==> src/hdl/ymr_pkg.sv <==
package ymr_pkg;

    localparam logic [1:0] OP_BYTE    = 2'd0;
    localparam logic [1:0] OP_TIMEOUT = 2'd1;
    localparam logic [1:0] OP_START   = 2'd2;

    localparam logic [7:0] B_SOH = 8'h01;
    localparam logic [7:0] B_STX = 8'h02;
    localparam logic [7:0] B_EOT = 8'h04;
    localparam logic [7:0] B_ACK = 8'h06;
    localparam logic [7:0] B_NAK = 8'h15;
    localparam logic [7:0] B_CAN = 8'h18;
    localparam logic [7:0] B_C   = 8'h43;

    localparam logic [3:0] ST_ACCEPTED  = 4'd0;
    localparam logic [3:0] ST_EOT       = 4'd1;
    localparam logic [3:0] ST_CANCELLED = 4'd2;
    localparam logic [3:0] ST_BAD_HDR   = 4'd3;
    localparam logic [3:0] ST_BAD_CMP   = 4'd4;
    localparam logic [3:0] ST_BAD_CRC   = 4'd5;
    localparam logic [3:0] ST_BAD_SEQ   = 4'd6;
    localparam logic [3:0] ST_DUPLICATE = 4'd7;
    localparam logic [3:0] ST_TIMEOUT   = 4'd8;
    localparam logic [3:0] ST_HANDSHAKE = 4'd9;

    localparam logic KIND_PAYLOAD = 1'b0;
    localparam logic KIND_REPLY   = 1'b1;

    localparam int SHORT_PAYLOAD = 128;
    localparam int LONG_PAYLOAD  = 1024;
    localparam int CNT_W         = $clog2(LONG_PAYLOAD) + 1;
    localparam int IDX_W         = $clog2(LONG_PAYLOAD);

    localparam logic [15:0] CRC_POLY        = 16'h1021;
    localparam logic [7:0]  MAX_RETRIES_RST = 8'd10;

    localparam int QDEPTH = 4;
    localparam int QPTR_W = $clog2(QDEPTH);
    localparam int QCNT_W = $clog2(QDEPTH) + 1;

    typedef struct packed {
        logic             kind;
        logic [7:0]       data;
        logic [IDX_W-1:0] index;
        logic             name;
        logic [3:0]       status;
        logic             send;
        logic             last;
    } res_t;

    typedef struct packed {
        logic [1:0] count;
        res_t       r0;
        res_t       r1;
    } push_t;

    function automatic logic [15:0] crc_step(input logic [15:0] crc, input logic [7:0] b);
        logic [15:0] c;
        c = crc ^ {b, 8'h00};
        for (int i = 0; i < 8; i++)
        begin
            c = c[15] ? ({c[14:0], 1'b0} ^ CRC_POLY) : {c[14:0], 1'b0};
        end
        return c;
    endfunction

endpackage

==> src/hdl/ymodem_receiver.sv <==
// channel   signals                                   request
// in        in_valid in_ready opcode rx_byte          one event
// out       out_valid out_ready result_kind data_byte  one result
//           payload_index is_name_packet status
//           session_end last_of_run
// cfg       cfg_wr_en cfg_wr_data                     max_retries write
//
// One event per cycle while the result queue has room: input register, then
// the framer updates and queues its results. A name-packet verdict queues two
// results (ACK, 'C'); the 4-entry result queue drains one per cycle while
// out_ready is high, and in_ready drops while fewer than two slots would be
// free, so out_ready low stalls the input register once it fills.
// Reset is asynchronous; max_retries resets to 10, no clearing pass.
module ymodem_receiver (
    input  logic        clk,
    input  logic        rst_n,
    input  logic        cfg_wr_en,
    input  logic [7:0]  cfg_wr_data,
    input  logic        in_valid,
    output logic        in_ready,
    input  logic [1:0]  opcode,
    input  logic [7:0]  rx_byte,
    output logic        out_valid,
    input  logic        out_ready,
    output logic        result_kind,
    output logic [7:0]  data_byte,
    output logic [9:0]  payload_index,
    output logic        is_name_packet,
    output logic [3:0]  status,
    output logic        session_end,
    output logic        last_of_run
);

    logic                         stage_valid_reg, stage_valid_next;
    logic [1:0]                   op_reg;
    logic [7:0]                   byte_reg;
    logic [7:0]                   max_retries_reg;
    logic                         stage_fire, room;
    logic [ymr_pkg::QCNT_W-1:0]   level;
    ymr_pkg::push_t               push;
    ymr_pkg::res_t                head;

    assign stage_fire       = stage_valid_reg && room;
    assign in_ready         = !stage_valid_reg || stage_fire;
    assign stage_valid_next = (in_valid && in_ready) || (stage_valid_reg && !stage_fire);

    always_ff @(posedge clk or negedge rst_n)
    begin
        if (!rst_n)
        begin
            stage_valid_reg <= 1'b0;
            max_retries_reg <= ymr_pkg::MAX_RETRIES_RST;
        end
        else
        begin
            stage_valid_reg <= stage_valid_next;
            if (cfg_wr_en)
                max_retries_reg <= cfg_wr_data;
        end
    end

    always_ff @(posedge clk)
    begin
        if (in_valid && in_ready)
        begin
            op_reg   <= opcode;
            byte_reg <= rx_byte;
        end
    end

    ymr_core u_core (
        .clk         (clk),
        .rst_n       (rst_n),
        .fire        (stage_fire),
        .op          (op_reg),
        .b           (byte_reg),
        .max_retries (max_retries_reg),
        .push        (push)
    );

    ymr_fifo u_fifo (
        .clk      (clk),
        .rst_n    (rst_n),
        .push     (push),
        .pop      (out_ready),
        .room     (room),
        .nonempty (out_valid),
        .level    (level),
        .head     (head)
    );

    assign result_kind    = head.kind;
    assign data_byte      = head.data;
    assign payload_index  = head.index;
    assign is_name_packet = head.name;
    assign status         = head.status;
    assign session_end    = head.send;
    assign last_of_run    = head.last;

    a_no_overflow: assert property (@(posedge clk) disable iff (!rst_n)
        level <= ymr_pkg::QCNT_W'(ymr_pkg::QDEPTH))
        else $error("result queue overflow");

    a_push_needs_fire: assert property (@(posedge clk) disable iff (!rst_n)
        (push.count != 2'd0) |-> stage_fire)
        else $error("result pushed without an event");

    a_end_is_reply: assert property (@(posedge clk) disable iff (!rst_n)
        (out_valid && session_end) |-> (result_kind == ymr_pkg::KIND_REPLY))
        else $error("session end on a payload byte");

    a_payload_status: assert property (@(posedge clk) disable iff (!rst_n)
        (out_valid && result_kind == ymr_pkg::KIND_PAYLOAD) |->
            (status == ymr_pkg::ST_ACCEPTED && last_of_run))
        else $error("payload byte with a verdict");

    a_stall_holds_stage: assert property (@(posedge clk) disable iff (!rst_n)
        (stage_valid_reg && !room) |=> (stage_valid_reg && $stable(op_reg)
            && $stable(byte_reg)))
        else $error("stalled event lost");

endmodule

==> src/hdl/ymr_core.sv <==
module ymr_core (
    input  logic                clk,
    input  logic                rst_n,
    input  logic                fire,
    input  logic [1:0]          op,
    input  logic [7:0]          b,
    input  logic [7:0]          max_retries,
    output ymr_pkg::push_t      push
);

    localparam logic [2:0] FR_HEAD = 3'd0;
    localparam logic [2:0] FR_BLK  = 3'd1;
    localparam logic [2:0] FR_CMP  = 3'd2;
    localparam logic [2:0] FR_DATA = 3'd3;
    localparam logic [2:0] FR_CRCH = 3'd4;
    localparam logic [2:0] FR_CRCL = 3'd5;

    logic                        session_reg, session_next;
    logic [2:0]                  frame_reg, frame_next;
    logic [7:0]                  blk_reg, blk_next;
    logic [ymr_pkg::CNT_W-1:0]   cnt_reg, cnt_next;
    logic                        long_reg, long_next;
    logic [15:0]                 crc_reg, crc_next;
    logic [7:0]                  crch_reg, crch_next;
    logic [7:0]                  seq_reg, seq_next;
    logic [7:0]                  retry_reg, retry_next;
    logic [7:0]                  lastrep_reg, lastrep_next;
    logic                        name_reg, name_next;

    logic                        rep, rep_end, err, two;
    logic [7:0]                  rep_byte, err_soft, retry_inc;
    logic [3:0]                  rep_status, err_status;
    logic                        rep_name, err_can;
    logic [ymr_pkg::CNT_W-1:0]   size, cnt_inc;

    always_comb
    begin
        session_next = session_reg;
        frame_next   = frame_reg;
        blk_next     = blk_reg;
        cnt_next     = cnt_reg;
        long_next    = long_reg;
        crc_next     = crc_reg;
        crch_next    = crch_reg;
        seq_next     = seq_reg;
        retry_next   = retry_reg;
        lastrep_next = lastrep_reg;
        name_next    = name_reg;
        rep          = 1'b0;
        rep_end      = 1'b0;
        rep_byte     = ymr_pkg::B_NAK;
        rep_status   = ymr_pkg::ST_ACCEPTED;
        rep_name     = name_reg;
        err          = 1'b0;
        err_soft     = ymr_pkg::B_NAK;
        err_status   = ymr_pkg::ST_ACCEPTED;
        two          = 1'b0;
        push         = '0;
        size         = long_reg ? ymr_pkg::CNT_W'(ymr_pkg::LONG_PAYLOAD)
                                : ymr_pkg::CNT_W'(ymr_pkg::SHORT_PAYLOAD);
        cnt_inc      = cnt_reg + 1'b1;
        retry_inc    = (retry_reg != 8'hff) ? retry_reg + 8'd1 : retry_reg;
        err_can      = (retry_inc >= max_retries);

        if (fire)
        begin
            case (op)
                ymr_pkg::OP_START:
                begin
                    session_next = 1'b1;
                    frame_next   = FR_HEAD;
                    retry_next   = '0;
                    name_next    = 1'b1;
                    seq_next     = '0;
                    rep          = 1'b1;
                    rep_name     = 1'b1;
                    rep_byte     = ymr_pkg::B_C;
                    rep_status   = ymr_pkg::ST_HANDSHAKE;
                end
                ymr_pkg::OP_TIMEOUT:
                begin
                    if (session_reg)
                    begin
                        frame_next = FR_HEAD;
                        if (name_reg)
                        begin
                            rep        = 1'b1;
                            rep_byte   = ymr_pkg::B_C;
                            rep_status = ymr_pkg::ST_TIMEOUT;
                        end
                        else
                        begin
                            err        = 1'b1;
                            err_status = ymr_pkg::ST_TIMEOUT;
                        end
                    end
                end
                ymr_pkg::OP_BYTE:
                begin
                    if (session_reg)
                    begin
                        case (frame_reg)
                            FR_HEAD:
                            begin
                                if (b == ymr_pkg::B_EOT)
                                begin
                                    rep        = 1'b1;
                                    rep_status = ymr_pkg::ST_EOT;
                                    if (lastrep_reg == ymr_pkg::B_ACK)
                                        rep_byte = ymr_pkg::B_NAK;
                                    else
                                    begin
                                        rep_byte = ymr_pkg::B_ACK;
                                        rep_end  = 1'b1;
                                    end
                                end
                                else if (b == ymr_pkg::B_CAN)
                                begin
                                    rep        = 1'b1;
                                    rep_byte   = ymr_pkg::B_ACK;
                                    rep_status = ymr_pkg::ST_CANCELLED;
                                    rep_end    = 1'b1;
                                end
                                else if (b == ymr_pkg::B_SOH || b == ymr_pkg::B_STX)
                                begin
                                    long_next  = (b == ymr_pkg::B_STX);
                                    frame_next = FR_BLK;
                                end
                                else
                                begin
                                    err        = 1'b1;
                                    err_status = ymr_pkg::ST_BAD_HDR;
                                end
                            end
                            FR_BLK:
                            begin
                                blk_next   = b;
                                frame_next = FR_CMP;
                            end
                            FR_CMP:
                            begin
                                if ((blk_reg ^ b) != 8'hff)
                                begin
                                    frame_next = FR_HEAD;
                                    err        = 1'b1;
                                    err_status = ymr_pkg::ST_BAD_CMP;
                                end
                                else
                                begin
                                    cnt_next   = '0;
                                    crc_next   = '0;
                                    frame_next = FR_DATA;
                                end
                            end
                            FR_DATA:
                            begin
                                push.count    = 2'd1;
                                push.r0.kind  = ymr_pkg::KIND_PAYLOAD;
                                push.r0.data  = b;
                                push.r0.index = cnt_reg[ymr_pkg::IDX_W-1:0];
                                push.r0.name  = name_reg;
                                push.r0.last  = 1'b1;
                                crc_next      = ymr_pkg::crc_step(crc_reg, b);
                                cnt_next      = cnt_inc;
                                if (cnt_inc >= size)
                                    frame_next = FR_CRCH;
                            end
                            FR_CRCH:
                            begin
                                crch_next  = b;
                                frame_next = FR_CRCL;
                            end
                            FR_CRCL:
                            begin
                                frame_next = FR_HEAD;
                                if (crc_reg != {crch_reg, b})
                                begin
                                    err        = 1'b1;
                                    err_status = ymr_pkg::ST_BAD_CRC;
                                end
                                else if (blk_reg == seq_reg)
                                begin
                                    seq_next   = seq_reg + 8'd1;
                                    retry_next = '0;
                                    rep        = 1'b1;
                                    rep_byte   = ymr_pkg::B_ACK;
                                    if (name_reg)
                                    begin
                                        two       = 1'b1;
                                        name_next = 1'b0;
                                    end
                                end
                                else if (blk_reg == seq_reg - 8'd1)
                                begin
                                    err        = 1'b1;
                                    err_soft   = ymr_pkg::B_ACK;
                                    err_status = ymr_pkg::ST_DUPLICATE;
                                end
                                else
                                begin
                                    err        = 1'b1;
                                    err_status = ymr_pkg::ST_BAD_SEQ;
                                end
                            end
                            default:
                            begin
                                frame_next = FR_HEAD;
                            end
                        endcase
                    end
                end
                default:
                begin
                end
            endcase
        end

        if (err)
        begin
            retry_next = retry_inc;
            rep        = 1'b1;
            rep_status = err_status;
            rep_byte   = err_can ? ymr_pkg::B_CAN : err_soft;
            rep_end    = err_can;
        end

        if (rep)
        begin
            push.count     = 2'd1;
            push.r0.kind   = ymr_pkg::KIND_REPLY;
            push.r0.data   = rep_byte;
            push.r0.index  = '0;
            push.r0.name   = rep_name;
            push.r0.status = rep_status;
            push.r0.send   = rep_end;
            push.r0.last   = !two;
            lastrep_next   = rep_byte;
            if (rep_end)
            begin
                session_next = 1'b0;
                frame_next   = FR_HEAD;
            end
        end

        // name packet: ACK then 'C'
        if (two)
        begin
            push.count     = 2'd2;
            push.r1.kind   = ymr_pkg::KIND_REPLY;
            push.r1.data   = ymr_pkg::B_C;
            push.r1.index  = '0;
            push.r1.name   = name_reg;
            push.r1.status = ymr_pkg::ST_ACCEPTED;
            push.r1.send   = 1'b0;
            push.r1.last   = 1'b1;
            lastrep_next   = ymr_pkg::B_ACK;
        end
    end

    always_ff @(posedge clk or negedge rst_n)
    begin
        if (!rst_n)
        begin
            session_reg <= 1'b0;
            frame_reg   <= FR_HEAD;
            blk_reg     <= '0;
            cnt_reg     <= '0;
            long_reg    <= 1'b0;
            crc_reg     <= '0;
            crch_reg    <= '0;
            seq_reg     <= '0;
            retry_reg   <= '0;
            lastrep_reg <= '0;
            name_reg    <= 1'b1;
        end
        else
        begin
            session_reg <= session_next;
            frame_reg   <= frame_next;
            blk_reg     <= blk_next;
            cnt_reg     <= cnt_next;
            long_reg    <= long_next;
            crc_reg     <= crc_next;
            crch_reg    <= crch_next;
            seq_reg     <= seq_next;
            retry_reg   <= retry_next;
            lastrep_reg <= lastrep_next;
            name_reg    <= name_next;
        end
    end

endmodule

==> src/hdl/ymr_fifo.sv <==
module ymr_fifo (
    input  logic                         clk,
    input  logic                         rst_n,
    input  ymr_pkg::push_t               push,
    input  logic                         pop,
    output logic                         room,
    output logic                         nonempty,
    output logic [ymr_pkg::QCNT_W-1:0]   level,
    output ymr_pkg::res_t                head
);

    ymr_pkg::res_t                mem [ymr_pkg::QDEPTH];
    logic [ymr_pkg::QPTR_W-1:0]   wr_reg, wr_next;
    logic [ymr_pkg::QPTR_W-1:0]   rd_reg, rd_next;
    logic [ymr_pkg::QCNT_W-1:0]   cnt_reg, cnt_next;
    logic [ymr_pkg::QPTR_W-1:0]   wr_p1;
    logic                         do_pop;

    assign nonempty = (cnt_reg != '0);
    assign room     = (cnt_reg <= ymr_pkg::QCNT_W'(ymr_pkg::QDEPTH - 2));
    assign level    = cnt_reg;
    assign head     = mem[rd_reg];
    assign do_pop   = pop && nonempty;
    assign wr_p1    = wr_reg + 1'b1;

    always_comb
    begin
        wr_next  = wr_reg + ymr_pkg::QPTR_W'(push.count);
        rd_next  = rd_reg + ymr_pkg::QPTR_W'(do_pop);
        cnt_next = cnt_reg + ymr_pkg::QCNT_W'(push.count) - ymr_pkg::QCNT_W'(do_pop);
    end

    always_ff @(posedge clk)
    begin
        if (push.count != 2'd0)
            mem[wr_reg] <= push.r0;
        if (push.count == 2'd2)
            mem[wr_p1] <= push.r1;
    end

    always_ff @(posedge clk or negedge rst_n)
    begin
        if (!rst_n)
        begin
            wr_reg  <= '0;
            rd_reg  <= '0;
            cnt_reg <= '0;
        end
        else
        begin
            wr_reg  <= wr_next;
            rd_reg  <= rd_next;
            cnt_reg <= cnt_next;
        end
    end

endmodule

==> config.mk <==
export PLATFORM = sky130hd
export DESIGN_NAME = ymodem_receiver
export DESIGN_NICKNAME = d
export VERILOG_FILES = /design/src/hdl/ymr_pkg.sv /design/src/hdl/ymodem_receiver.sv /design/src/hdl/ymr_core.sv /design/src/hdl/ymr_fifo.sv
export SDC_FILE = /design/constraint.sdc
export NUM_CORES = 1
export LEC_CHECK = 0
export BUFFER_PORTS_ARGS = -buffer_cell sky130_fd_sc_hd__buf_2
export CAP_MARGIN = 5
export CORE_MARGIN = 1.5
export CORE_UTILIZATION = 44
export DETAILED_ROUTE_END_ITERATION = 16
export GPL_TIMING_DRIVEN = 0
export PLACE_DENSITY = 0.67
export SETUP_SLACK_MARGIN = 0.15
export SLEW_MARGIN = 10
export SYNTH_ARGS = -nofsm -noshare
export SYNTH_HDL_FRONTEND = slang
export SYNTH_SLANG_ARGS = --single-unit
==> constraint.sdc <==
create_clock -name clk -period 4.61 [get_ports clk]
set_clock_uncertainty 0.15 [all_clocks]
set_input_delay 0 -clock clk [delete_from_list [all_inputs] [get_ports clk]]
set_output_delay 0 -clock clk [all_outputs]
set_load 0.1 [all_outputs]
==> results of run 1 <==
-- metrics by stage --
step / power [mW] / instance area [um^2] / hold slack, ns / worst slack (ns) / cells
final: 6.34 / 12000 / 0.0333 / 0.572 / 1516
after global routing: 6.66 / 12000 / 0.0395 / 0.314 / 1516
after CTS: 6.35 / 12000 / 0.0170 / 0.609 / 1516
after detailed placement: 4.55 / 10900 / -0.124 / 0.628 / 1436
after global placement: 4.52 / 10900 / 0.0265 / 0.608 / 1435
after floorplan: 3.99 / 10300 / -0.446 / 1.39 / 1072
-- logic make-up after synthesis --
family | count (synthesis) | synth area share
mux | 45 | 0.0778
compound gates | 214 | 0.131
flops | 201 | 0.468
simple gates | 412 | 0.192
buf+inv | 102 | 0.0399
fa+ha+maj | 20 | 0.0251
xor+xnor | 78 | 0.0666
-- cells in the mapped netlist, types with 2 or more instances --
master | number | area share
a211oi_1 | 8 | 0.0059
a21o_1 | 9 | 0.0066
a21oi_1 | 38 | 0.019
a21oi_2 | 2 | 0.0017
a22o_1 | 6 | 0.0051
a311oi_1 | 3 | 0.0026
a31oi_1 | 4 | 0.0024
and2_1 | 6 | 0.0037
and3_1 | 15 | 0.0091
and4_1 | 2 | 0.0017
buf_1 | 3 | 0.0011
buf_2 | 12 | 0.0059
clkbuf_1 | 61 | 0.022
dfrtp_1 | 84 | 0.20
dfstp_2 | 3 | 0.0077
dfxtp_1 | 80 | 0.16
edfxtp_1 | 34 | 0.10
ha_1 | 19 | 0.023
inv_1 | 22 | 0.0080
mux2_2 | 18 | 0.020
mux4_2 | 26 | 0.057
nand2_1 | 151 | 0.055
nand2b_1 | 16 | 0.0098
nand3_1 | 118 | 0.058
nand3b_1 | 3 | 0.0022
nand4_1 | 12 | 0.0073
nor2_1 | 44 | 0.016
nor2b_1 | 5 | 0.0030
nor3_1 | 18 | 0.0088
nor3b_1 | 3 | 0.0022
nor4_1 | 5 | 0.0030
nor4_2 | 2 | 0.0024
o2111ai_1 | 3 | 0.0026
o211ai_1 | 9 | 0.0066
o21a_1 | 5 | 0.0037
o21ai_0 | 84 | 0.041
o21ai_1 | 4 | 0.0020
o22ai_1 | 2 | 0.0012
o311ai_0 | 2 | 0.0017
o31a_1 | 3 | 0.0026
o31ai_1 | 19 | 0.014
or2_2 | 4 | 0.0024
xnor2_1 | 37 | 0.032
xor2_1 | 41 | 0.035
-- routing by layer --
| layer | share of wire | GRT usage | routed length (um) | up-vias |
|---|---|---|---|---|
| met5 | 0 | 0 | 0 | - |
| met2 | 0.48 | 0.380 | 12800 | 286 |
| met3 | 0.056 | 0.0333 | 1510 | 36 |
| met4 | 0.019 | 0.0594 | 519 | 0 |
| met1 | 0.45 | 0.309 | 12000 | 4124 |
| li1 | - | - | - | 4060 |
-- report_power, final --
part / switching [mW] / internal, mW
Combinational: 1.69 / 0.722
Sequential: 0.130 / 2.04
Clock: 0.743 / 1.02
-- how the worst max path moves through the flow --
stage                 from              end  slack [ns]  depth (start not counted)
5_1_grt        byte_reg[4]  u_fifo.level[2]        0.31                         13
3_5_place_dp   byte_reg[4]  u_fifo.level[2]        0.63                         13
4_1_cts        byte_reg[4]  u_fifo.level[2]        0.61                         13
6_report       byte_reg[4]  u_fifo.level[2]        0.57                         13
2_1_floorplan  byte_reg[1]  u_fifo.level[2]        1.39                         13
3_3_place_gp   byte_reg[4]  u_fifo.level[2]        0.61                         13
-- area by class of cell --
cell class	instances	area (um^2)
clock inverters	6	42.5
plain buffers	78	317
multi-input cells	769	5050
well taps	313	392
flip-flops and latches	201	4800
clock buffers	36	684
inverters	24	92.6
fillers	2065	10700
repair buffers	89	671
-- critical path, cell delays in order (launching register included) --
cell and delay (ns):
edfxtp_1 0.35, buf_2 0.22, xor2_1 0.19, nor4_1 0.46, and4_1 0.38, a211oi_1 0.13, a211oi_2 0.37, buf_2 0.30
nand2_1 0.27, nand2_1 0.27, inv_1 0.10, ha_1 0.22, fa_1 0.38, xnor2_1 0.13
==> metrics.md, run 1 <==
| Metric | Value |
|---|---|
| Status | `complete, no violations` |
| CP startpoint kind | `flip-flop` |
| DR vias | `8506` |
| Worst-case register-to-register setup slack | `approximately 0.57 ns` |
| Clock tree from TritonCTS | `yes` |
| Largest net degree at the start of global routing | `51` |
| Number of standard cells after synthesis | `1072` |
| Die footprint | `around 24000 um^2` |
| Hold Startpoint | `opcode[1]` |
| Mean instance size in the synthesized netlist | `9.57 um^2` |
| Nets | `1229` |
| Max FFs per register | `approximately 100` |
| Top_reg_cell synth | `dfrtp_1` |
| Core Util, Final | `0.529` |
| Number of cell rows | `55` |
| Commonest cells after routing, fill and taps aside | `nand2_1, nand3_1, o21ai_0, dfrtp_1, dfxtp_1` |
| Worst Hold Endpoint | `op_reg[1]` |
| # Max-Cap Violations | `0` |
| Ant. Diodes | `0` |
| Proportion of layout cells with a drive suffix above 1 | `0.135` |
| FFs w/ async S/R, synth | `0.433` |
| Number of cells upsized or downsized after cts | `0` |
| Core region area | `22800 um^2` |
| Largest driver fanout on the critical path | `10` |
| Worst Path Class, Setup | `flip-flop to flip-flop` |
| Clock period minus worst slack | `4.04 ns` |
| Final sum of negative setup slack | `0 ns` |
| Achievable clock frequency | `~250 MHz` |
| LEAKAGE | `slightly above 5 nW` |
| Synth Warn # | `0` |
| Count of final setup violators | `0` |
| Starting density of the core | `0.450` |
| Post-detailed-route DRC marker count | `0` |
| Average routed wire per standard cell | `17.7 um` |
| 1st-pass router iterations | `5` |
| Sequential cell area fraction in the yosys report | `0.468` |
| Clock slew at reported path FFs | `approximately 0.060 ns` |
| H-tree Lvls | `1` |
| Remaining number of nets flagged by the antenna check after routing | `0` |
| Fin crit share | `0.876` |
| Beginning of the worst register-to-register path | `byte_reg[4]` |
| Post-CTS Setup Repair Bufs | `0` |
| Violation count after the first detailed-route iteration | `652` |
| First-pass GRT wire length | `44200 um` |
| Worst r2r dst | `u_fifo.level[2]` |
| Routed wire length | `~27000 um` |
| Power Dens Cells | `526 nW/um^2` |
| Placer congestion estimate | `0.849` |
| Arrival time at the worst endpoint | `4.30 ns` |
| Number of distinct library cells after synthesis | `71` |
| Global-route congestion overflow total | `0` |
| Via count of the first global-routing pass | `approximately 8600` |
| FF+latch count, synth | `~200` |
| Worst vdd rail ir drop | `around 430 uV` |
| DP Wirelength | `between 15000 and 20000 um` |
| Chip width | `156 um` |
| Hold_buf cts | `38` |
| Hold Fails Final Rpt | `0` |
| Most common cell after layout, fill and taps aside | `nand2_1` |
| Overall die height | `156 um` |
| Final Slew Violations | `0` |
| P&R area growth vs syn | `17.4%` |
| Summed instance area of the synthesized netlist | `approximately 10000 um^2` |
| Number of synthesized flops with an enable pin | `34` |
| Count of buffers from port buffering | `50` |
| Initial antenna violation count | `0` |
| Clock network latency to the later pin of the worst-skew pair | `0.53 ns` |
| I/O pin count | `51` |
| Worst min-delay path category | `input port to flip-flop` |
| Via-per-instance ratio | `roughly 5.6` |
| Hold Path Depth | `2` |
| Total GRT Usage | `0.227` |
| Kind of end point of the critical path | `flip-flop` |
| Data required, critical path | `4.88 ns` |
| Post-Syn Nets | `1115` |
| Number of buffers inserted during clock tree synthesis | `23` |
| Transition time at the pin with the least slew margin | `1.05 ns` |
| Master cell of the clock root buffer | `clkbuf_16` |
| Normalized max-slew margin | `0.292` |
| RSZ-0062 raised after global routing | `false` |
| Buffers from clock root to sink, at most | `3` |
| Path depth of the worst reg2reg path | `13` |
| CTS Sinks | `201` |
No activity file was read; power rests on OpenSTA's default activity.
==> run 2, diff against run 1 <==
Settings changed: CTS_BUF_LIST set to sky130_fd_sc_hd__clkbuf_16.
==> metrics.md, run 2 (synthesized netlist as in run 1, its figures left out) <==
| Metric | Value |
|---|---|
| Kind of end point of the critical path | `flip-flop` |
| Clock tree from TritonCTS | `yes` |
| Number of buffer and inverter instances along the worst setup path | `3 (unchanged)` |
| Proportion of layout cells with a drive suffix above 1 | `0.131 (-0.00416)` |
| Final cell count without fillers | `1516 (unchanged)` |
| Data required, critical path | `4.88 ns (about the same)` |
| Via count of the first global-routing pass | `8541 (-0.15%)` |
| Largest net degree at the start of global routing | `51 (unchanged)` |
| Routed wire length | `26800 um (about the same)` |
| Largest driver fanout on the critical path | `10 (unchanged)` |
| Count of final setup violators | `0 (unchanged)` |
| Most common cell after layout, fill and taps aside | `nand2_1` |
| Remaining number of nets flagged by the antenna check after routing | `0 (unchanged)` |
| P&R area growth vs syn | `16.9%` |
| Delay-heaviest family, CP | `simple AND/OR/NAND/NOR gates` |
| RSZ-0062 raised after global routing | `false` |
| CP startpoint kind | `flip-flop` |
| Chip width | `156 um (unchanged)` |
| Area taken by multi-input logic gates | `5050 um^2 (unchanged)` |
| Average routed wire per standard cell | `17.7 um (about the same)` |
| Worst min-delay path category | `input port to flip-flop` |
| Hold Fails Final Rpt | `0 (unchanged)` |
| Number of cell rows | `55 (unchanged)` |
| Commonest cells after routing, fill and taps aside | `nand2_1, nand3_1, o21ai_0, dfrtp_1, dfxtp_1` |
| Clock period minus worst slack | `4.08 ns (+0.0428 ns)` |
| Starting density of the core | `0.450 (unchanged)` |
| Buffers from clock root to sink, at most | `3 (unchanged)` |
| Ant. Diodes | `0 (unchanged)` |
| Clock network latency to the later pin of the worst-skew pair | `0.53 ns (about the same)` |
| First-pass GRT wire length | `44100 um (-0.14%)` |
| CTS Sinks | `201 (unchanged)` |
| Initial antenna violation count | `0 (unchanged)` |
| Final sum of negative setup slack | `0 ns (unchanged)` |
| Cells traversed along the worst timing path | `buf_2 -> xor2_1 -> nor4_1 -> and4_1 -> a211oi_1 -> a211oi_2 -> buf_2 -> nand2_1 -> nand2_1 -> inv_1 -> ha_1 -> fa_1 -> xnor2_1` |
| 1st-pass router iterations | `5 (unchanged)` |
| Placer congestion estimate | `0.849 (unchanged)` |
| Clock slew at reported path FFs | `0.06 ns (about the same)` |
| Post-detailed-route DRC marker count | `0 (unchanged)` |
| Normalized max-slew margin | `0.281 (-0.0114)` |
| Worst vdd rail ir drop | `433 uV (-0.37%)` |
| LEAKAGE | `5.03 nW (about the same)` |
| Final Slew Violations | `0 (unchanged)` |
| Overall die height | `156 um (unchanged)` |
| Total power draw | `6.22 mW (-1.9%)` |
| Nets | `1229 (unchanged)` |
| Worst Path Class, Setup | `flip-flop to flip-flop` |
| Achievable clock frequency | `245 MHz (-1.0%)` |
| Fin crit share | `0.885 (+0.00929)` |
| Status | `complete, no violations` |
| Max stage delay cell, worst path | `nor4_1` |
| Power Dens Cells | `519 nW/um^2 (-1.4%)` |
| Post-CTS Setup Repair Bufs | `0 (unchanged)` |
| DR vias | `8496 (-0.12%)` |
| Number of cells upsized or downsized after cts | `0 (unchanged)` |
| Fill cell count | `2072 (+0.34%)` |
| Violation count after the first detailed-route iteration | `591 (-9.4%)` |
| Global-route congestion overflow total | `0 (unchanged)` |
| Die footprint | `24200 um^2 (unchanged)` |
| Critical path's largest stage delay | `0.47 ns (about the same)` |
| Via-per-instance ratio | `5.60 (-0.12%)` |
| Hold_buf cts | `38 (unchanged)` |
| Arrival time at the worst endpoint | `4.35 ns (+0.05 ns)` |
| Count of buffers from port buffering | `50 (unchanged)` |
| Number of buffers inserted during clock tree synthesis | `23 (unchanged)` |
| DP Wirelength | `18200 um (unchanged)` |
| # Max-Cap Violations | `0 (unchanged)` |
| Number of placed instances with taps included | `1436 (unchanged)` |
| H-tree Lvls | `1 (unchanged)` |
| Area used by sequential logic in the layout | `4800 um^2 (unchanged)` |
| Core region area | `22800 um^2 (unchanged)` |
| Max FFs per register | `104 (unchanged)` |
| Total GRT Usage | `0.227 (about the same)` |
| Master cell of the clock root buffer | `clkbuf_16` |
| I/O pin count | `51 (unchanged)` |
| Transition time at the pin with the least slew margin | `1.07 ns (+0.0169 ns)` |
run 2: cell type report:
cell class                      count  area share
Buffer                             78      0.0264
Timing Repair Buffer               89      0.0559
Clock inverter                     19     0.00762
Sequential cell                   201       0.401
Multi-Input combinational cell    769       0.421
Clock buffer                       23      0.0480
Inverter                           24     0.00772
Tap cell                          313      0.0327
run 2: stage by stage:
stage | setup slack [ns] | utilization | instance area, um^2 | hold slack, ns
floorplan | 1.39 | - | 10300 | -0.446
detailed placement | 0.628 | 0.480 | 10900 | -0.124
global placement | 0.608 | 0.479 | 10900 | 0.0265
CTS | 0.611 | 0.526 | 12000 | 0.0170
global route | 0.313 | 0.526 | 12000 | 0.0395
finish | 0.529 | 0.526 | 12000 | 0.0334
run 2: path summary, 6_finish.rpt:
kind                                   start            endpoint  slack (ns)  depth (start not counted)
max reg2reg                      byte_reg[4]     u_fifo.level[2]        0.53                         13
max in group asynchronous              rst_n  u_core.crc_reg[10]        3.63                          4
max                              byte_reg[4]     u_fifo.level[2]        0.53                         13
min in group asynchronous              rst_n     u_core.name_reg        0.41                          3
min reg2reg                u_fifo.mem[2][12]   u_fifo.mem[2][12]        0.30                          2
min                                opcode[1]           op_reg[1]        0.03                          2
run 2: worst reg2reg max path, cell delays in order, from the launching register on:
cell and delay (ns):
edfxtp_1 0.35, buf_2 0.22, xor2_1 0.19, nor4_1 0.47, and4_1 0.38, a211oi_1 0.13
a211oi_2 0.39, buf_2 0.31, nand2_1 0.28, nand2_1 0.27, inv_1 0.10, ha_1 0.22
fa_1 0.38, xnor2_1 0.13
run 2: metal layers:
| layer | global-route usage | wire length, um | up-vias |
|---|---|---|---|
| met4 | 0.0585 | 520 | 0 |
| met2 | 0.381 | 12700 | 266 |
| met3 | 0.0347 | 1450 | 39 |
| li1 | - | - | 4063 |
| met1 | 0.307 | 12100 | 4128 |
| met5 | 0 | 0 | - |
run 2: where the power goes:
group	internal [mW]	total [mW]	switching, mW
sequential	2.04	2.17	0.131
combinational	0.722	2.41	1.69
clock	0.906	1.65	0.739
total	3.67	6.22	2.56
==> run 3, diff against run 2 <==
Settings changed: REMOVE_ABC_BUFFERS set to 1.
Clock period 4.61 ns to 4.25 ns, I/O delays scaled along.
==> metrics.md, run 3 (synthesized netlist as in run 1, its figures left out) <==
| Metric | Value |
|---|---|
| Status | `complete, no violations` |
| Hold Startpoint | `rx_byte[1]` |
| Max FFs per register | `104 (unchanged)` |
| Hold Path Depth | `2 (unchanged)` |
| First-pass GRT wire length | `41800 um (-5.3%)` |
| Worst vdd rail ir drop | `320 uV (-26%)` |
| Fin crit share | `0.901 (+0.0157)` |
| Buffers from clock root to sink, at most | `3 (unchanged)` |
| Normalized max-slew margin | `0.234 (-0.0470)` |
| Final-layout worst hold slack | `0.0400 ns (+0.00668 ns)` |
| Worst r2r dst | `u_fifo.mem[0][23]` |
| Number of buffer and inverter instances along the worst setup path | `0 (-3)` |
| Clock period minus worst slack | `3.83 ns (-0.252 ns)` |
| RSZ-0062 raised after global routing | `false` |
| Count of final setup violators | `0 (unchanged)` |
| H-tree Lvls | `1 (unchanged)` |
| Achievable clock frequency | `261 MHz (+6.6%)` |
| Critical path's largest stage delay | `0.67 ns (+0.20 ns)` |
| Total power draw | `6.93 mW (+11%)` |
| Worst Path Class, Setup | `flip-flop to flip-flop` |
| Worst-case register-to-register setup slack | `0.42 ns (-0.11 ns)` |
| Data required, critical path | `4.27 ns (-0.61 ns)` |
| I/O pin count | `51 (unchanged)` |
| Clock tree from TritonCTS | `yes` |
| Transition time at the pin with the least slew margin | `1.14 ns (+0.0700 ns)` |
| Clock network latency to the later pin of the worst-skew pair | `0.52 ns (about the same)` |
| LEAKAGE | `4.99 nW (-0.87%)` |
| # Max-Cap Violations | `0 (unchanged)` |
| Worst Hold Endpoint | `byte_reg[1]` |
| Die footprint | `24200 um^2 (unchanged)` |
| Via count of the first global-routing pass | `8143 (-4.7%)` |
| P&R area growth vs syn | `16.7%` |
| Total GRT Usage | `0.212 (-0.0148)` |
| DR vias | `8100 (-4.7%)` |
| Path depth of the worst reg2reg path | `7 (-6)` |
| Most common cell after layout, fill and taps aside | `nand2_1` |
| Starting density of the core | `0.450 (unchanged)` |
| Worst min-delay path category | `input port to flip-flop` |
| Arrival time at the worst endpoint | `3.85 ns (-0.50 ns)` |
| Delay-heaviest family, CP | `simple AND/OR/NAND/NOR gates` |
| Cells traversed along the worst timing path | `xor2_1 -> nor4_1 -> and4_1 -> a211oi_1 -> a211o_1 -> o21ai_4 -> nand2_1` |
| Final Slew Violations | `0 (unchanged)` |
| Average routed wire per standard cell | `17.3 um (-2.1%)` |
| Placer congestion estimate | `0.836 (-1.5%)` |
| Chip width | `156 um (unchanged)` |
| Number of buffers inserted during clock tree synthesis | `23 (unchanged)` |
| CTS Sinks | `201 (unchanged)` |
| Commonest cells after routing, fill and taps aside | `nand2_1, nand3_1, o21ai_0` |
| Beginning of the worst register-to-register path | `byte_reg[7]` |
| Hold Fails Final Rpt | `0 (unchanged)` |
| CP startpoint kind | `flip-flop` |
| Max stage delay cell, worst path | `o21ai_4` |
| Nets | `1159 (-5.7%)` |
| Post-detailed-route DRC marker count | `0 (unchanged)` |
| Ant. Diodes | `0 (unchanged)` |
| 1st-pass router iterations | `7 (+2)` |
| Violation count after the first detailed-route iteration | `492 (-17%)` |
| Count of buffers from port buffering | `50 (unchanged)` |
| Largest driver fanout on the critical path | `25 (+15)` |
| DP Wirelength | `16000 um (-12%)` |
| Master cell of the clock root buffer | `clkbuf_16` |
| Routed wire length | `25000 um (-6.6%)` |
| Number of cell rows | `55 (unchanged)` |
| Overall die height | `156 um (unchanged)` |
| Proportion of layout cells with a drive suffix above 1 | `0.152 (+0.0206)` |
| Initial antenna violation count | `0 (unchanged)` |
| Final sum of negative setup slack | `0 ns (unchanged)` |
| Global-route congestion overflow total | `0 (unchanged)` |
| Largest net degree at the start of global routing | `62 (+22%)` |
| Via-per-instance ratio | `5.61 (about the same)` |
| Core region area | `22800 um^2 (unchanged)` |
| Remaining number of nets flagged by the antenna check after routing | `0 (unchanged)` |
| Power Dens Cells | `579 nW/um^2 (+12%)` |
| Clock slew at reported path FFs | `0.06 ns (about the same)` |
| Kind of end point of the critical path | `flip-flop` |
[run 3: cell count changes in the layout (fill, tap and decap cells not counted), sizes merged]
cell	change
buf	-8
bufinv	+2
clkbuf	-61
clkinv	-3
clkinvlp	+1
inv	-2
[run 3: where the power goes]
part	internal [mW]	total [mW]	switching, mW
clock	1.15	1.96	0.810
sequential	2.21	2.58	0.367
combinational	0.813	2.40	1.59
[run 3: worst max-delay path by stage]
| stage | from | cells after the start | endpoint |
|---|---|---|---|
| floorplan | u_core.frame_reg[1] | 5 | u_fifo.mem[0][0] |
| global placement | u_core.frame_reg[1] | 5 | u_fifo.mem[0][23] |
| detailed placement | byte_reg[7] | 11 | u_fifo.level[2] |
| CTS | byte_reg[7] | 7 | u_fifo.mem[3][17] |
| global route | byte_reg[7] | 11 | u_fifo.level[2] |
| finish | byte_reg[7] | 7 | u_fifo.mem[0][23] |
[run 3: metal layers]
layer	global-route usage	up-vias	part of all wire	routed length (um)
met5	0	-	0	0
met4	0.0590	0	0.021	517
met3	0.0325	41	0.045	1140
met2	0.365	207	0.48	12000
met1	0.279	3943	0.45	11300
li1	-	3909	-	-
[run 3: layout make-up]
type	instances	area (um^2)
clock inverters	17	143
multi-input cells	769	5150
fillers	2004	10800
inverters	24	92.6
repair buffers	97	791
well taps	313	392
clock buffers	24	601
flip-flops and latches	201	4810
[run 3: what timing repair did]
item / 4_1_cts / 5_1_grt
hold buffers: 38 / 0
setup buffers: 1 / 1
gates resized for setup: 5 / 7
pin swaps: 1 / 1
hold endpoints to repair: 113 / 0
gates cloned: 0 / 0
setup endpoints to repair: 71 / 79
[run 3: stage by stage]
| stage | worst slack (ns) | util | area, um^2 | std cells |
|---|---|---|---|---|
| floorplan | -0.510 | - | 9940 | 994 |
| global placement | -3.40 | 0.465 | 10600 | 1357 |
| detailed placement | -0.870 | 0.473 | 10800 | 1364 |
| CTS | -0.102 | 0.524 | 11900 | 1444 |
| global route | 0.201 | 0.526 | 12000 | 1445 |
| finish | 0.421 | 0.526 | 12000 | 1445 |
